`src/rtl/core/ssr_pkg.sv`:
```
`timescale 1ns / 1ps
package ssr_pkg;

    localparam int DIGIT_SLOTS = 8;
    localparam int SCALE_LIMIT = 10;

    localparam int DIGIT_W = 4;
    localparam int SCALE_W = 4;
    localparam int ROW_W   = 5;
    localparam int MASK_W  = 8;
    localparam int COUNT_W = 4;
    localparam int SEG_W   = 7;
    localparam int SEG_IDX_W = $clog2(SEG_W);
    localparam int IDX_W   = (DIGIT_SLOTS > 1) ? $clog2(DIGIT_SLOTS) : 1;

    // segment bits
    localparam int SEG_TOP = 0;
    localparam int SEG_MID = 1;
    localparam int SEG_BOT = 2;
    localparam int SEG_UL  = 3;
    localparam int SEG_UR  = 4;
    localparam int SEG_LL  = 5;
    localparam int SEG_LR  = 6;

    typedef enum logic [4:0] {
        PH_TOP = 5'b00001,
        PH_UP  = 5'b00010,
        PH_MID = 5'b00100,
        PH_LOW = 5'b01000,
        PH_BOT = 5'b10000
    } t_phase;

    typedef struct packed {
        logic               load;
        logic               emit;
        logic               clear;
        t_phase             phase;
        logic [ROW_W-1:0]   row;
    } t_cmd;

    typedef struct packed {
        logic out_free;
    } t_stat;

    typedef struct packed {
        logic [ROW_W-1:0]   row_number;
        logic [MASK_W-1:0]  bar_mask;
        logic [MASK_W-1:0]  left_mask;
        logic [MASK_W-1:0]  right_mask;
        logic [COUNT_W-1:0] digits_shown;
        logic               final_row;
    } t_row_data;

    function automatic logic [SEG_W-1:0] seg_of(input logic [DIGIT_W-1:0] d);
        logic [SEG_W-1:0] s;
        case (d)
            4'd0:    s = 7'd125;
            4'd1:    s = 7'd80;
            4'd2:    s = 7'd55;
            4'd3:    s = 7'd87;
            4'd4:    s = 7'd90;
            4'd5:    s = 7'd79;
            4'd6:    s = 7'd111;
            4'd7:    s = 7'd81;
            4'd8:    s = 7'd127;
            4'd9:    s = 7'd95;
            default: s = '0;
        endcase
        return s;
    endfunction

endpackage

```
`src/rtl/core/ssr_ifs.sv`:
```
`timescale 1ns / 1ps
interface ssr_in_if import ssr_pkg::*; ();
    logic               valid;
    logic               ready;
    logic [DIGIT_W-1:0] digit_value;
    logic               last_digit;

    modport source (output valid, output digit_value, output last_digit, input ready);
    modport sink   (input valid, input digit_value, input last_digit, output ready);
endinterface

interface ssr_out_if import ssr_pkg::*; ();
    logic               valid;
    logic               ready;
    logic [ROW_W-1:0]   row_number;
    logic [MASK_W-1:0]  bar_mask;
    logic [MASK_W-1:0]  left_mask;
    logic [MASK_W-1:0]  right_mask;
    logic [COUNT_W-1:0] digits_shown;
    logic               final_row;

    modport source (output valid, output row_number, output bar_mask, output left_mask,
                    output right_mask, output digits_shown, output final_row,
                    input ready);
    modport sink   (input valid, input row_number, input bar_mask, input left_mask,
                    input right_mask, input digits_shown, input final_row,
                    output ready);
endinterface

```
`src/rtl/core/ssr_ctrl.sv`:
```
`timescale 1ns / 1ps
module ssr_ctrl import ssr_pkg::*; (
    input  logic               i_clk,
    input  logic               i_rst_n,
    input  logic               i_cfg_we,
    input  logic [SCALE_W-1:0] i_cfg_data,
    input  logic               i_in_valid,
    input  logic               i_in_last,
    output logic               o_in_ready,
    input  t_stat              i_stat,
    output t_cmd               o_cmd
);

    typedef enum logic [1:0] {
        ST_LOAD = 2'b01,
        ST_EMIT = 2'b10
    } t_state;

    t_state             r_state, n_state;
    logic [SCALE_W-1:0] r_scale;
    logic [SCALE_W-1:0] r_scale_eff, n_scale_eff;
    logic [ROW_W-1:0]   r_row, n_row;
    logic [SCALE_W-1:0] scale_sat;
    logic [ROW_W-1:0]   s_ext;
    logic               accept;
    t_phase             phase;

    always_ff @(posedge i_clk) begin
        if (!i_rst_n) begin
            r_scale <= SCALE_W'(1);
        end else if (i_cfg_we) begin
            r_scale <= i_cfg_data;
        end
    end

    always_comb begin
        if (r_scale == '0) begin
            scale_sat = SCALE_W'(1);
        end else if (r_scale > SCALE_W'(SCALE_LIMIT)) begin
            scale_sat = SCALE_W'(SCALE_LIMIT);
        end else begin
            scale_sat = r_scale;
        end
    end

    assign o_in_ready = (r_state == ST_LOAD);
    assign accept     = i_in_valid && o_in_ready;
    assign s_ext      = ROW_W'(r_scale_eff);

    // locate the current row within the rendering
    always_comb begin
        if (r_row == '0) begin
            phase = PH_TOP;
        end else if (r_row <= s_ext) begin
            phase = PH_UP;
        end else if (r_row == s_ext + ROW_W'(1)) begin
            phase = PH_MID;
        end else if (r_row <= {s_ext[ROW_W-2:0], 1'b0} + ROW_W'(1)) begin
            phase = PH_LOW;
        end else begin
            phase = PH_BOT;
        end
    end

    always_comb begin
        n_state     = r_state;
        n_row       = r_row;
        n_scale_eff = r_scale_eff;
        o_cmd       = '{load: 1'b0, emit: 1'b0, clear: 1'b0, phase: phase, row: r_row};
        case (r_state)
            ST_LOAD: begin
                o_cmd.load = accept;
                if (accept && i_in_last) begin
                    n_state     = ST_EMIT;
                    n_row       = '0;
                    n_scale_eff = scale_sat;
                end
            end
            ST_EMIT: begin
                if (i_stat.out_free) begin
                    o_cmd.emit = 1'b1;
                    if (phase == PH_BOT) begin
                        o_cmd.clear = 1'b1;
                        n_state     = ST_LOAD;
                    end else begin
                        n_row = r_row + ROW_W'(1);
                    end
                end
            end
            default: begin
                n_state = ST_LOAD;
            end
        endcase
    end

    always_ff @(posedge i_clk) begin
        if (!i_rst_n) begin
            r_state     <= ST_LOAD;
            r_row       <= '0;
            r_scale_eff <= SCALE_W'(1);
        end else begin
            r_state     <= n_state;
            r_row       <= n_row;
            r_scale_eff <= n_scale_eff;
        end
    end

endmodule

```
`src/rtl/core/ssr_dpath.sv`:
```
`timescale 1ns / 1ps
module ssr_dpath import ssr_pkg::*; (
    input  logic               i_clk,
    input  logic               i_rst_n,
    input  t_cmd               i_cmd,
    output t_stat              o_stat,
    input  logic [DIGIT_W-1:0] i_digit,
    input  logic               i_out_ready,
    output logic               o_out_valid,
    output t_row_data          o_out_data
);

    logic [DIGIT_W-1:0]   r_store [DIGIT_SLOTS];
    logic [COUNT_W-1:0]   r_count;
    logic                 r_out_valid;
    t_row_data            r_out;
    logic [SEG_W-1:0]     lane_seg [DIGIT_SLOTS];
    logic [MASK_W-1:0]    mask_bar, mask_left, mask_right;
    logic [SEG_IDX_W-1:0] bar_bit, left_bit, right_bit;
    logic                 is_bar;

    // store digits in arrival order, drop once full
    always_ff @(posedge i_clk) begin
        if (i_cmd.load && (r_count < COUNT_W'(DIGIT_SLOTS))) begin
            r_store[r_count[IDX_W-1:0]] <= i_digit;
        end
    end

    always_ff @(posedge i_clk) begin
        if (!i_rst_n) begin
            r_count <= '0;
        end else if (i_cmd.clear) begin
            r_count <= '0;
        end else if (i_cmd.load && (r_count < COUNT_W'(DIGIT_SLOTS))) begin
            r_count <= r_count + COUNT_W'(1);
        end
    end

    always_comb begin
        for (int k = 0; k < DIGIT_SLOTS; k++) begin
            lane_seg[k] = (COUNT_W'(k) < r_count) ? seg_of(r_store[k]) : '0;
        end
    end

    always_comb begin
        bar_bit   = SEG_IDX_W'(SEG_TOP);
        left_bit  = SEG_IDX_W'(SEG_UL);
        right_bit = SEG_IDX_W'(SEG_UR);
        is_bar    = 1'b1;
        case (i_cmd.phase)
            PH_TOP: begin
                bar_bit = SEG_IDX_W'(SEG_TOP);
            end
            PH_UP: begin
                is_bar = 1'b0;
            end
            PH_MID: begin
                bar_bit = SEG_IDX_W'(SEG_MID);
            end
            PH_LOW: begin
                is_bar    = 1'b0;
                left_bit  = SEG_IDX_W'(SEG_LL);
                right_bit = SEG_IDX_W'(SEG_LR);
            end
            PH_BOT: begin
                bar_bit = SEG_IDX_W'(SEG_BOT);
            end
            default: begin
                is_bar = 1'b1;
            end
        endcase
    end

    always_comb begin
        mask_bar   = '0;
        mask_left  = '0;
        mask_right = '0;
        for (int k = 0; k < DIGIT_SLOTS; k++) begin
            if (k < MASK_W) begin
                mask_bar[k]   = is_bar  && lane_seg[k][bar_bit];
                mask_left[k]  = !is_bar && lane_seg[k][left_bit];
                mask_right[k] = !is_bar && lane_seg[k][right_bit];
            end
        end
    end

    assign o_stat.out_free = !r_out_valid || i_out_ready;

    always_ff @(posedge i_clk) begin
        if (!i_rst_n) begin
            r_out_valid <= 1'b0;
        end else if (i_cmd.emit) begin
            r_out_valid <= 1'b1;
        end else if (i_out_ready) begin
            r_out_valid <= 1'b0;
        end
    end

    always_ff @(posedge i_clk) begin
        if (i_cmd.emit) begin
            r_out.row_number   <= i_cmd.row;
            r_out.bar_mask     <= mask_bar;
            r_out.left_mask    <= mask_left;
            r_out.right_mask   <= mask_right;
            r_out.digits_shown <= r_count;
            r_out.final_row    <= (i_cmd.phase == PH_BOT);
        end
    end

    assign o_out_valid = r_out_valid;
    assign o_out_data  = r_out;

endmodule

```
`src/rtl/core/scaled_seven_segment_rows.sv`:
```
`timescale 1ns / 1ps
// Seven-segment row generator.
// Digits enter on i_digit (valid/ready), most significant first, one beat per
// cycle while ready is high; up to eight are held and further digits are
// dropped. A beat with last_digit set ends the number: ready drops and the
// block sends 2*scale+3 rows on o_row, top bar first, one row per cycle while
// the receiver takes them. Once the last digit is accepted the controller
// enters its emit state, from which rows are loaded into the output register.
// Each row carries bar/left/right masks (bit k = k-th digit received), the
// digit count and final_row on the bottom bar. Ready returns once the bottom
// row is loaded into the output register; the row sequencer in the controller
// drives ready. A stalled receiver holds the current row in the output
// register and the sequencer waits. scale (i_cfg_we/i_cfg_data) saturates to
// 1..10 and is sampled when the last digit is accepted. Reset empties the
// digit store, sets scale to 1 and clears o_row.valid.
module scaled_seven_segment_rows import ssr_pkg::*; (
    input  logic               i_clk,
    input  logic               i_rst_n,
    input  logic               i_cfg_we,
    input  logic [SCALE_W-1:0] i_cfg_data,
    ssr_in_if.sink             i_digit,
    ssr_out_if.source          o_row
);

    t_cmd      cmd;
    t_stat     stat;
    t_row_data out_data;
    logic      out_valid;

    ssr_ctrl u_ctrl (
        .i_clk      (i_clk),
        .i_rst_n    (i_rst_n),
        .i_cfg_we   (i_cfg_we),
        .i_cfg_data (i_cfg_data),
        .i_in_valid (i_digit.valid),
        .i_in_last  (i_digit.last_digit),
        .o_in_ready (i_digit.ready),
        .i_stat     (stat),
        .o_cmd      (cmd)
    );

    ssr_dpath u_dpath (
        .i_clk       (i_clk),
        .i_rst_n     (i_rst_n),
        .i_cmd       (cmd),
        .o_stat      (stat),
        .i_digit     (i_digit.digit_value),
        .i_out_ready (o_row.ready),
        .o_out_valid (out_valid),
        .o_out_data  (out_data)
    );

    assign o_row.valid        = out_valid;
    assign o_row.row_number   = out_data.row_number;
    assign o_row.bar_mask     = out_data.bar_mask;
    assign o_row.left_mask    = out_data.left_mask;
    assign o_row.right_mask   = out_data.right_mask;
    assign o_row.digits_shown = out_data.digits_shown;
    assign o_row.final_row    = out_data.final_row;

endmodule

```
`src/flat_wrapper.sv`:
```
// flat-port wrapper written by rule: the top's interface ports become plain ports
module scaled_seven_segment_rows_flat import ssr_pkg::*;
  (i_clk, i_rst_n, i_cfg_we, i_cfg_data, i_digit_valid, i_digit_digit_value, i_digit_last_digit, i_digit_ready, o_row_valid, o_row_row_number, o_row_bar_mask, o_row_left_mask, o_row_right_mask, o_row_digits_shown, o_row_final_row, o_row_ready);
  ssr_in_if i_digit_i ();
  ssr_out_if o_row_i ();
  input  logic i_clk;
  input  logic i_rst_n;
  input  logic i_cfg_we;
  input  logic [SCALE_W-1:0] i_cfg_data;
  input wire logic [$bits(i_digit_i.valid)-1:0] i_digit_valid;
  input wire logic [$bits(i_digit_i.digit_value)-1:0] i_digit_digit_value;
  input wire logic [$bits(i_digit_i.last_digit)-1:0] i_digit_last_digit;
  output wire logic [$bits(i_digit_i.ready)-1:0] i_digit_ready;
  output wire logic [$bits(o_row_i.valid)-1:0] o_row_valid;
  output wire logic [$bits(o_row_i.row_number)-1:0] o_row_row_number;
  output wire logic [$bits(o_row_i.bar_mask)-1:0] o_row_bar_mask;
  output wire logic [$bits(o_row_i.left_mask)-1:0] o_row_left_mask;
  output wire logic [$bits(o_row_i.right_mask)-1:0] o_row_right_mask;
  output wire logic [$bits(o_row_i.digits_shown)-1:0] o_row_digits_shown;
  output wire logic [$bits(o_row_i.final_row)-1:0] o_row_final_row;
  input wire logic [$bits(o_row_i.ready)-1:0] o_row_ready;
  assign i_digit_i.valid = i_digit_valid;
  assign i_digit_i.digit_value = i_digit_digit_value;
  assign i_digit_i.last_digit = i_digit_last_digit;
  assign i_digit_ready = i_digit_i.ready;
  assign o_row_valid = o_row_i.valid;
  assign o_row_row_number = o_row_i.row_number;
  assign o_row_bar_mask = o_row_i.bar_mask;
  assign o_row_left_mask = o_row_i.left_mask;
  assign o_row_right_mask = o_row_i.right_mask;
  assign o_row_digits_shown = o_row_i.digits_shown;
  assign o_row_final_row = o_row_i.final_row;
  assign o_row_i.ready = o_row_ready;
  scaled_seven_segment_rows u_core (.i_clk(i_clk), .i_rst_n(i_rst_n), .i_cfg_we(i_cfg_we), .i_cfg_data(i_cfg_data), .i_digit(i_digit_i), .o_row(o_row_i));
endmodule
```
`config.mk`:
```
export PLATFORM = sky130hd
export DESIGN_NAME = scaled_seven_segment_rows_flat
export DESIGN_NICKNAME = d
export VERILOG_FILES = /design/src/rtl/core/ssr_pkg.sv /design/src/rtl/core/ssr_ifs.sv /design/src/rtl/core/ssr_ctrl.sv /design/src/rtl/core/ssr_dpath.sv /design/src/rtl/core/scaled_seven_segment_rows.sv /design/src/flat_wrapper.sv
export SDC_FILE = /design/constraint.sdc
export NUM_CORES = 1
export LEC_CHECK = 0
export BUFFER_PORTS_ARGS = -buffer_cell sky130_fd_sc_hd__buf_4
export CORE_MARGIN = 2
export CORE_UTILIZATION = 50
export CTS_CLUSTER_DIAMETER = 120
export DETAILED_ROUTE_END_ITERATION = 7
export GPL_ROUTABILITY_DRIVEN = 0
export HOLD_SLACK_MARGIN = 0.05
export PLACE_DENSITY = 0.7
export SYNTH_ARGS = -nofsm -noshare
export SYNTH_HDL_FRONTEND = slang
export SYNTH_SLANG_ARGS = --single-unit
```
`constraint.sdc`:
```
create_clock -name i_clk -period 3.2 [get_ports i_clk]
set_input_delay 0.16 -clock i_clk [delete_from_list [all_inputs] [get_ports i_clk]]
set_output_delay 0.16 -clock i_clk [all_outputs]
set_load 0.05 [all_outputs]
```
; Word-level counts from Yosys, hierarchy flattened
; Memory sizes are Yosys's and may differ from the RTL's.
; Cells that the tools add are included.
; Widths: inputs -> output; s select.
[word_totals]
n_memories = 9
latch_bits = 0
rom_bits = 896
elab_cells = 172
out_inout_bits = 36
inputBits = 14
mem_bits_rw = 32
regBits = 54
[classes]
n_div = 0
n_addsub = 4
n_bitwise = 1
n_mux = 82
shift = 0
eq_ne = 11
n_reduce_logical = 38
order_cmp = 15
n_mul = 0
[mem_list]
columns = name, depth, word_bits, read_ports, rd_ports_with_merged_regs, wr, line_no
row1 = (name not given), 16, 7, 1, 0, 0, ssr_pkg.sv:56  ; case (d)
row2 = (name not given), 16, 7, 1, 0, 0, ssr_pkg.sv:56
row3 = (name not given), 16, 7, 1, 0, 0, ssr_pkg.sv:56
row4 = (name not given), 16, 7, 1, 0, 0, ssr_pkg.sv:56
row5 = (name not given), 16, 7, 1, 0, 0, ssr_pkg.sv:56
row6 = (name not given), 16, 7, 1, 0, 0, ssr_pkg.sv:56
row7 = 3 more memories, n/a, n/a, n/a, n/a, n/a, n/a
[op_table]
columns = op, count
row1 = $bmux 1 s3, 24
row2 = $mux 7, 8
row3 = $mux 5, 7
row4 = $mux 1, 31
row5 = $logic_and 1x1->1, 27
row6 = $lt 3x4->1 const A, 4
row7 = $lt 3x4->1 const B, 3
row8 = $mux 2, 6
row9 = $add 5x1->5 const B, 2
row10 = $pmux 5 s2, 1
row11 = $lt 1x4->1 const A, 2
row12 = $lt 2x4->1 const A, 2
row13 = $mux 4, 2
row14 = $pmux 2 s2, 2
row15 = $add 4x1->5 const B, 1
row16 = $eq 5x2->1 const B, 1
row17 = $eq 5x3->1 const B, 1
row18 = $eq 5x4->1 const B, 1
row19 = $eq 5x5->1, 1
row20 = $eq 5x5->1 const B, 1
row21 = $le 5x4->1, 1
row22 = $le 5x5->1, 1
row23 = $logic_not 5->1, 1
row24 = $add 4x1->4 const B, 1
row25 = other kinds (16), 20

; Longest topological paths before layout
; Gate-level depths: netlist of the first run.
[logic_depth]
depth_word = 11
mapped_depth = 9

; Hierarchy
; From an unflattened synthesis of the first run, not the netlist that was laid out.
[hier_totals]
cells_unflattened = 498
hier_area_um2 = 5211.2
[modules_own_cells]
columns = module, cells_per_inst, area_per_inst_um2, instances, seq_area_each_um2
row1 = ssr_dpath, 377, 4176.5, 1, 2082.0
row2 = ssr_ctrl, 121, 1034.7, 1, 300.3

; Worst setup path before layout of the first run
; No wires, ideal clock.
[synth_timing]
path_kind = flip-flop to flip-flop
startpoint = reg u_core.u_ctrl.r_scale_eff[2]
endpoint = reg, netlist name u_core.u_dpath.o_out_data[23]
path_buffers = 1
setup_slack_ns = 0.738
path_stages_with_launch = 10
arrival_time_ns = 2.310
path_cell_list = dfxtp_1 inv_1 ha_1 and4b_1 a2111oi_2 or3_1 buf_6 nor3_4 or4_1 a31oi_1
[synth_via]
elab_chain_cells = 11
[synth_rtl]
columns = element, line_no
row1 = "start, declared", ssr_ctrl.sv:21  ; logic [SCALE_W-1:0] r_scale_eff, n_scale_eff;
row2 = "start signal, assigned", ssr_ctrl.sv:104  ; r_scale_eff <= n_scale_eff;
row3 = $add 5x1->5, ssr_ctrl.sv:58  ; end else if (r_row <= {s_ext[ROW_W-2:0], 1'b0} + ROW_W'(1)) begin
row4 = $le 5x5->1, ssr_ctrl.sv:58
row5 = $mux 5, ssr_ctrl.sv:58
row6 = $mux 5, ssr_ctrl.sv:56  ; end else if (r_row == s_ext + ROW_W'(1)) begin
row7 = $mux 5 *, ssr_ctrl.sv:54  ; end else if (r_row <= s_ext) begin
row8 = $mux 5 *, ssr_ctrl.sv:52  ; if (r_row == '0) begin
row9 = $eq 5x5->1 or $eq 5x3->1 (tied branches), ssr_dpath.sv:50  ; case (i_cmd.phase)
row10 = $pmux 2 s2, ssr_dpath.sv:50
row11 = $bmux 1 s3, ssr_dpath.sv:80  ; mask_bar[k] = is_bar && lane_seg[k][bar_bit];
row12 = $mux 1 (not written as such), ssr_dpath.sv:80
row13 = $logic_and 1x1->1 *, ssr_dpath.sv:80
row14 = via u_core.u_dpath.mask_bar[2], ssr_dpath.sv:18  ; logic [MASK_W-1:0] mask_bar, mask_left, mask_right;
; The timed path passes the listed nets; every way through them passes the cells marked *. The select of a mux whose other input is x is not followed.
; A chain may end at the register's enable or synchronous reset.

; Final worst setup path of the first run
[layout_timing]
startpoint = reg u_core.u_ctrl.r_scale_eff[2]
endpoint = reg, netlist name u_core.u_dpath.o_out_data[18]
[layout_via]
elab_chain_cells = 11
[layout_rtl]
columns = element, line_no
row1 = $add 5x1->5, ssr_ctrl.sv:58
row2 = $le 5x5->1, ssr_ctrl.sv:58
row3 = $mux 5, ssr_ctrl.sv:58
row4 = $mux 5, ssr_ctrl.sv:56
row5 = $mux 5 *, ssr_ctrl.sv:54
row6 = $mux 5 *, ssr_ctrl.sv:52
row7 = $eq 5x4->1, ssr_dpath.sv:50
row8 = $mux 3, ssr_dpath.sv:50
row9 = $bmux 1 s3, ssr_dpath.sv:81  ; mask_left[k] = !is_bar && lane_seg[k][left_bit];
row10 = $mux 1 (not written as such), ssr_dpath.sv:81
row11 = $logic_and 1x1->1 *, ssr_dpath.sv:81
row12 = via u_core.u_dpath.mask_left[5], ssr_dpath.sv:18
; Marked as above.

==> results of run 1 <==
## what timing repair did
item / 4_1_cts / 5_1_grt
hold endpoints to repair: 5 / 0
hold buffers: 3 / 0
setup buffers: 0 / 0
## per-layer routing
layer  track usage  routed length (um)
met1         0.237                4600
met2         0.342                5290
met3        0.0443                 615
met4         0.117                 375
met5             0                   0
## stage by stage
| step | hold WS, ps | setup slack [ps] | std cells | cell area, um^2 |
|---|---|---|---|---|
| final | 58.7 | 253 | 680 | 5790 |
| after global routing | 61.9 | 142 | 680 | 5790 |
| after CTS | 53.7 | 358 | 680 | 5790 |
| after detailed placement | 384 | 417 | 661 | 5570 |
| after global placement | 381 | 578 | 661 | 5570 |
| after floorplan | 259 | 738 | 488 | 5060 |
## kinds of logic after synthesis
kind of cell | after synthesis | synth area share
muxes | 11 | 0.0242
xor gates and xnor gates | 7 | 0.0121
AOI/OAI and AO/OA | 110 | 0.144
buffers and inverters | 59 | 0.0465
and+or+nand+nor | 154 | 0.152
adders and majority gates | 61 | 0.151
DFF | 86 | 0.471
## power breakdown
group | internal [W] | switching, W | total [W]
Clock | 0.000355 | 0.000393 | 0.000748
Sequential | 0.00121 | 0.0000215 | 0.00123
Combinational | 0.0000635 | 0.0000999 | 0.000163
## final timing paths
check | start | end | slack (ps) | cells past startpoint
worst min register to register | u_core.u_ctrl.r_scale_eff[3]$_SDFFE_PN0P_ | u_core.u_ctrl.r_scale_eff[3]$_SDFFE_PN0P_ | 520 | 2
worst min-delay path | i_cfg_data[3] | u_core.u_ctrl.r_scale[3]$_SDFFE_PN0P_ | 60 | 3
worst max register to register | u_core.u_ctrl.r_scale_eff[2]$_SDFFE_PN0P_ | u_core.u_dpath.o_out_data[18]$_DFFE_PP_ | 250 | 7
worst max-delay path | u_core.u_ctrl.r_scale_eff[2]$_SDFFE_PN0P_ | u_core.u_dpath.o_out_data[18]$_DFFE_PP_ | 250 | 7
## layout by cell type (no fill, tap or decap), types with 9 or more instances in the layout
cell type,Yosys,routed
edfxtp_1,66,66
ha_1,61,61
buf_4,1,55
inv_1,44,44
nand2_1,39,39
nor2_1,39,39
a21oi_1,29,29
o21ai_0,28,28
dfxtp_1,20,20
nor2b_1,18,18
nand3_1,12,12
nor3_1,12,12
mux2i_1,10,10
clkbuf_8,0,9
## final cells by class
cell class              instances  area, um^2  share of cell area
clock buffers                   9         124              0.0214
clock inverters                 7        65.1              0.0112
inverters                      44         165              0.0285
multi-input cells             343        2440               0.422
flip-flops and latches         86        2380               0.412
well taps                     133         166              0.0288
repair buffers                 58         443              0.0765
## state kept, by name, summed over array words and instances (netlist names)
name	cells
u_core.u_dpath.o_out_data	34
u_core.u_ctrl.r_row	5
u_core.u_dpath.r_count	4
u_core.u_ctrl.r_scale_eff	4
u_core.u_dpath.o_out_valid	1
u_core.u_ctrl.r_state	2
u_core.u_ctrl.r_scale	4
u_core.u_dpath.r_store	32
## worst max-delay path, cell delays in order (launching register included)
cell       delay, ps
dfxtp_1          420
inv_1             90
ha_1             330
and4b_1          230
a2111oi_2         70
nor3_1           550
nand3_1          560
o32ai_1          480
==> impl_metrics.ini, run 1 <==
[job]
maxCapViolCount = 0

[die]
start_util = 0.515
die_w_um = 105
fp.dieH_um = 105
io_pins = 50
core_mm2 = 0.00982
die-area_mm2 = 0.0109
rows = 36

[synthesis]
synth_top_area_cell = edfxtp_1
ys_ff_latch = 86
synth-edff-count = 66
seq_area_frac_synth = 0.471
ys.flop_type = edfxtp_1
synth_cell_type_count = 53
synth.cell_area_mm2 = 0.00506
synth_cells = 488
synth.area.top_cells = edfxtp_1 39%, ha_1 15%, dfxtp_1 7.9%, inv_1 3.3%, nand2_1 2.9%
avgSynthCellArea_um2 = 10.4
synth_top_area_share = 0.392
syn_nets = 563
synth-async-reset-ratio = 0
synth-warning-count = 0
yosysMostFrequentCell = edfxtp_1
synthTopCellsByCount = 66 x edfxtp_1, 61 x ha_1, 44 x inv_1, 39 x nand2_1, 39 x nor2_1

[sta]
max_freq_mhz = 339
worst_pin_slew_ps = 666
min_period_ps = 2950
hold_violations = 0
setup_viol = 0
grt_setup_unrepaired = no
finalSetupTns_ps = 0
max_slew_margin = 0.550
min_period_over_period = 0.921
skew_ps = 6.29
drv_slew = 0

[routing]
drt_iter0_drc = 203
wl_mm = 10.9
antenna_left = 0
remaining_drc_errors = 0
first_pass_iters = 5
viasPerCell = 5.51
dr_total_vias = 3749
wl_per_cell_um = 16.0

[cells_and_area]
synthToLayoutAreaGrowth_pct = 14.4
final_util = 0.589
diodes = 0
drive_gt1_frac = 0.143
nets = 617
fillers = 884

[cts]
cts_tree = yes
numCtsBuffers = 9
clk_latency_ps = 360
clk_pin_slew_ps = 80
htreeDepth = 3
cts-resized-gates = 0
clock_tree.root_cell = clkbuf_8
cts_max_path_buffers = 2
cts.sinks = 86

[power]
power.density_mw_per_mm2 = 371
total_power_w = 0.00215
peakVddDrop_v = 0.000267
leakage_nw = 2.35

[outcome]
status = finished, final reports clean

[grt]
grt_pass1_wl_mm = 17.3
grt_usage = 0.202
grt_antenna_before_repair = 0
gr-total-overflow = 0
grt_max_degree = 18
grt_pass1_vias = 3688

[setup_path]
cp.required_ps = 3350
worst-path-max-fanout = 8
endpoint_kind = flop
cp-start-kind = flop
arrival_ps = 3100
worst-setup-path-type = flop to flop

[placed_design]
io_buffers = 49
dp_hpwl_mm = 7.91

[worst_hold_path]
hold_class = input port to flop
No activity file was read; power rests on OpenSTA's default activity.
==> inputs of run 2 (changes only) <==
BUFFER_PORTS_ARGS = -buffer_cell sky130_fd_sc_hd__buf_2   (was -buffer_cell sky130_fd_sc_hd__buf_4)
==> run 2 against run 1 <==
  * Global-route usage increased by 0.43 points
  * Maximum frequency increased by 6.1%
  * Register-to-register slack improved by 170 ps
  * Cell count unchanged
  * Sequential share of layout area rose by 0.72 points
  * Critical path type unchanged
  * Worst setup slack gained 170 ps
  * Die area unchanged
  * Clock power up 12%
  * Combinational power down 6%
==> impl_metrics.ini, run 2 (synthesis gave the netlist of run 1 again) <==
[outcome]
status = finished, final reports clean

[routing]
highest_layer = met4
remaining_drc_errors = 0
antenna_left = 0
route.met3.wl_um = 598
drt_iter0_drc = 240
viasPerCell = 5.58
dr_total_vias = 3795
met1_length_mm = 4.72
first_pass_iters = 5
wl_per_cell_um = 15.8
wl_mm = 10.8
met2_length_mm = 5.09

[placed_design]
dpl_cell_area_mm2 = 0.00545
dp_hpwl_mm = 7.70
io_buffers = 49

[cts]
htreeDepth = 3
cts_tree = yes
post_cts_buffers = 0
clk_pin_slew_ps = 80
postCtsHoldBufs = 2
cts.sinks = 86
cts-resized-gates = 0
clock_tree.root_cell = clkbuf_8
numCtsBuffers = 9
clk_latency_ps = 370
cts_max_path_buffers = 2

[sta]
grt_setup_unrepaired = no
worst_pin_slew_ps = 652
hold-worst-slack_ps = 57.9
skew_ps = 12.1
max_freq_mhz = 360
drv_slew = 0
hold_violations = 0
min_period_ps = 2780
finalSetupTns_ps = 0
setup_viol = 0
max_slew_margin = 0.559
min_period_over_period = 0.868

[cells_and_area]
final_common_cell = edfxtp_1
diodes = 0
drive_gt1_frac = 0.141
multiInputGateArea_mm2 = 0.00244
final_cell_mix = 66 x edfxtp_1, 61 x ha_1, 49 x buf_2, 44 x inv_1
synthToLayoutAreaGrowth_pct = 12.4
fillers = 892
largest_reg_flops = 34
design_area_mm2 = 0.00569
regArea_mm2 = 0.00238
nets = 617
final_util = 0.579

[power]
peakVddDrop_v = 0.000226
total_power_w = 0.00222
power.density_mw_per_mm2 = 391
leakage_nw = 2.34

[setup_path]
cp-start-kind = flop
cp.required_ps = 3350
worst-setup-path-type = flop to flop
endpoint_kind = flop
worst-path-max-fanout = 13
arrival_ps = 2930

[worst_hold_path]
hold_class = input port to flop

[grt]
grt_max_degree = 18
grt_pass1_vias = 3648
gr-total-overflow = 0
grt_usage = 0.207
grt_pass1_wl_mm = 17.7
grt_antenna_before_repair = 0

[die]
start_util = 0.515
io_pins = 50
core_mm2 = 0.00982
fp.dieH_um = 105
die-area_mm2 = 0.0109
die_w_um = 105
rows = 36

[job]
maxCapViolCount = 0
[run 2: power by group]
| part | internal [W] | total [W] | leakage, nW | switching [W] |
|---|---|---|---|---|
| registers | 0.00121 | 0.00124 | 0.803 | 0.0000221 |
| clock network | 0.000459 | 0.000836 | 0.110 | 0.000377 |
| logic | 0.0000546 | 0.000153 | 1.43 | 0.0000981 |
[run 2: metrics by stage]
stage,std cells,setup slack [ps]
2_1_floorplan,488,738
3_3_place_gp,662,593
3_5_place_dp,662,477
4_1_cts,680,477
5_1_grt,680,200
6_report,680,423
[run 2: worst paths after layout]
check | start | end | slack, ps | depth (start not counted)
hold reg to reg | u_core.u_ctrl.r_scale_eff[3]$_SDFFE_PN0P_ | u_core.u_ctrl.r_scale_eff[3]$_SDFFE_PN0P_ | 530 | 2
hold / removal | i_cfg_data[2] | u_core.u_ctrl.r_scale[2]$_SDFFE_PN0P_ | 60 | 3
setup reg to reg | u_core.u_ctrl.r_row[2]$_SDFFE_PN0P_ | u_core.u_dpath.o_out_data[24]$_DFFE_PP_ | 420 | 8
setup / recovery | u_core.u_ctrl.r_row[2]$_SDFFE_PN0P_ | u_core.u_dpath.o_out_data[24]$_DFFE_PP_ | 420 | 8
[run 2: cell type report]
| type | count | share of cell area |
|---|---|---|
| multi-input combinational | 343 | 0.429 |
| timing repair buffer | 58 | 0.0559 |
| tap | 133 | 0.0293 |
| inverter | 44 | 0.0290 |
| clock buffer | 12 | 0.0255 |
| sequential | 86 | 0.419 |
| clock inverter | 4 | 0.0123 |
[run 2: layer usage]
layer	vias up	track usage
met1	1783	0.264
met5	-	0
met4	0	0.106
met3	33	0.0449
li1	1863	-
met2	116	0.331
[run 2: critical path: stages, from the launching register on]
cell	delay, ps
dfxtp_1	520
ha_1	330
and4b_1	230
a2111oi_2	440
nor3_1	120
buf_4	230
nand2_1	200
o22ai_1	110
a2111oi_0	380
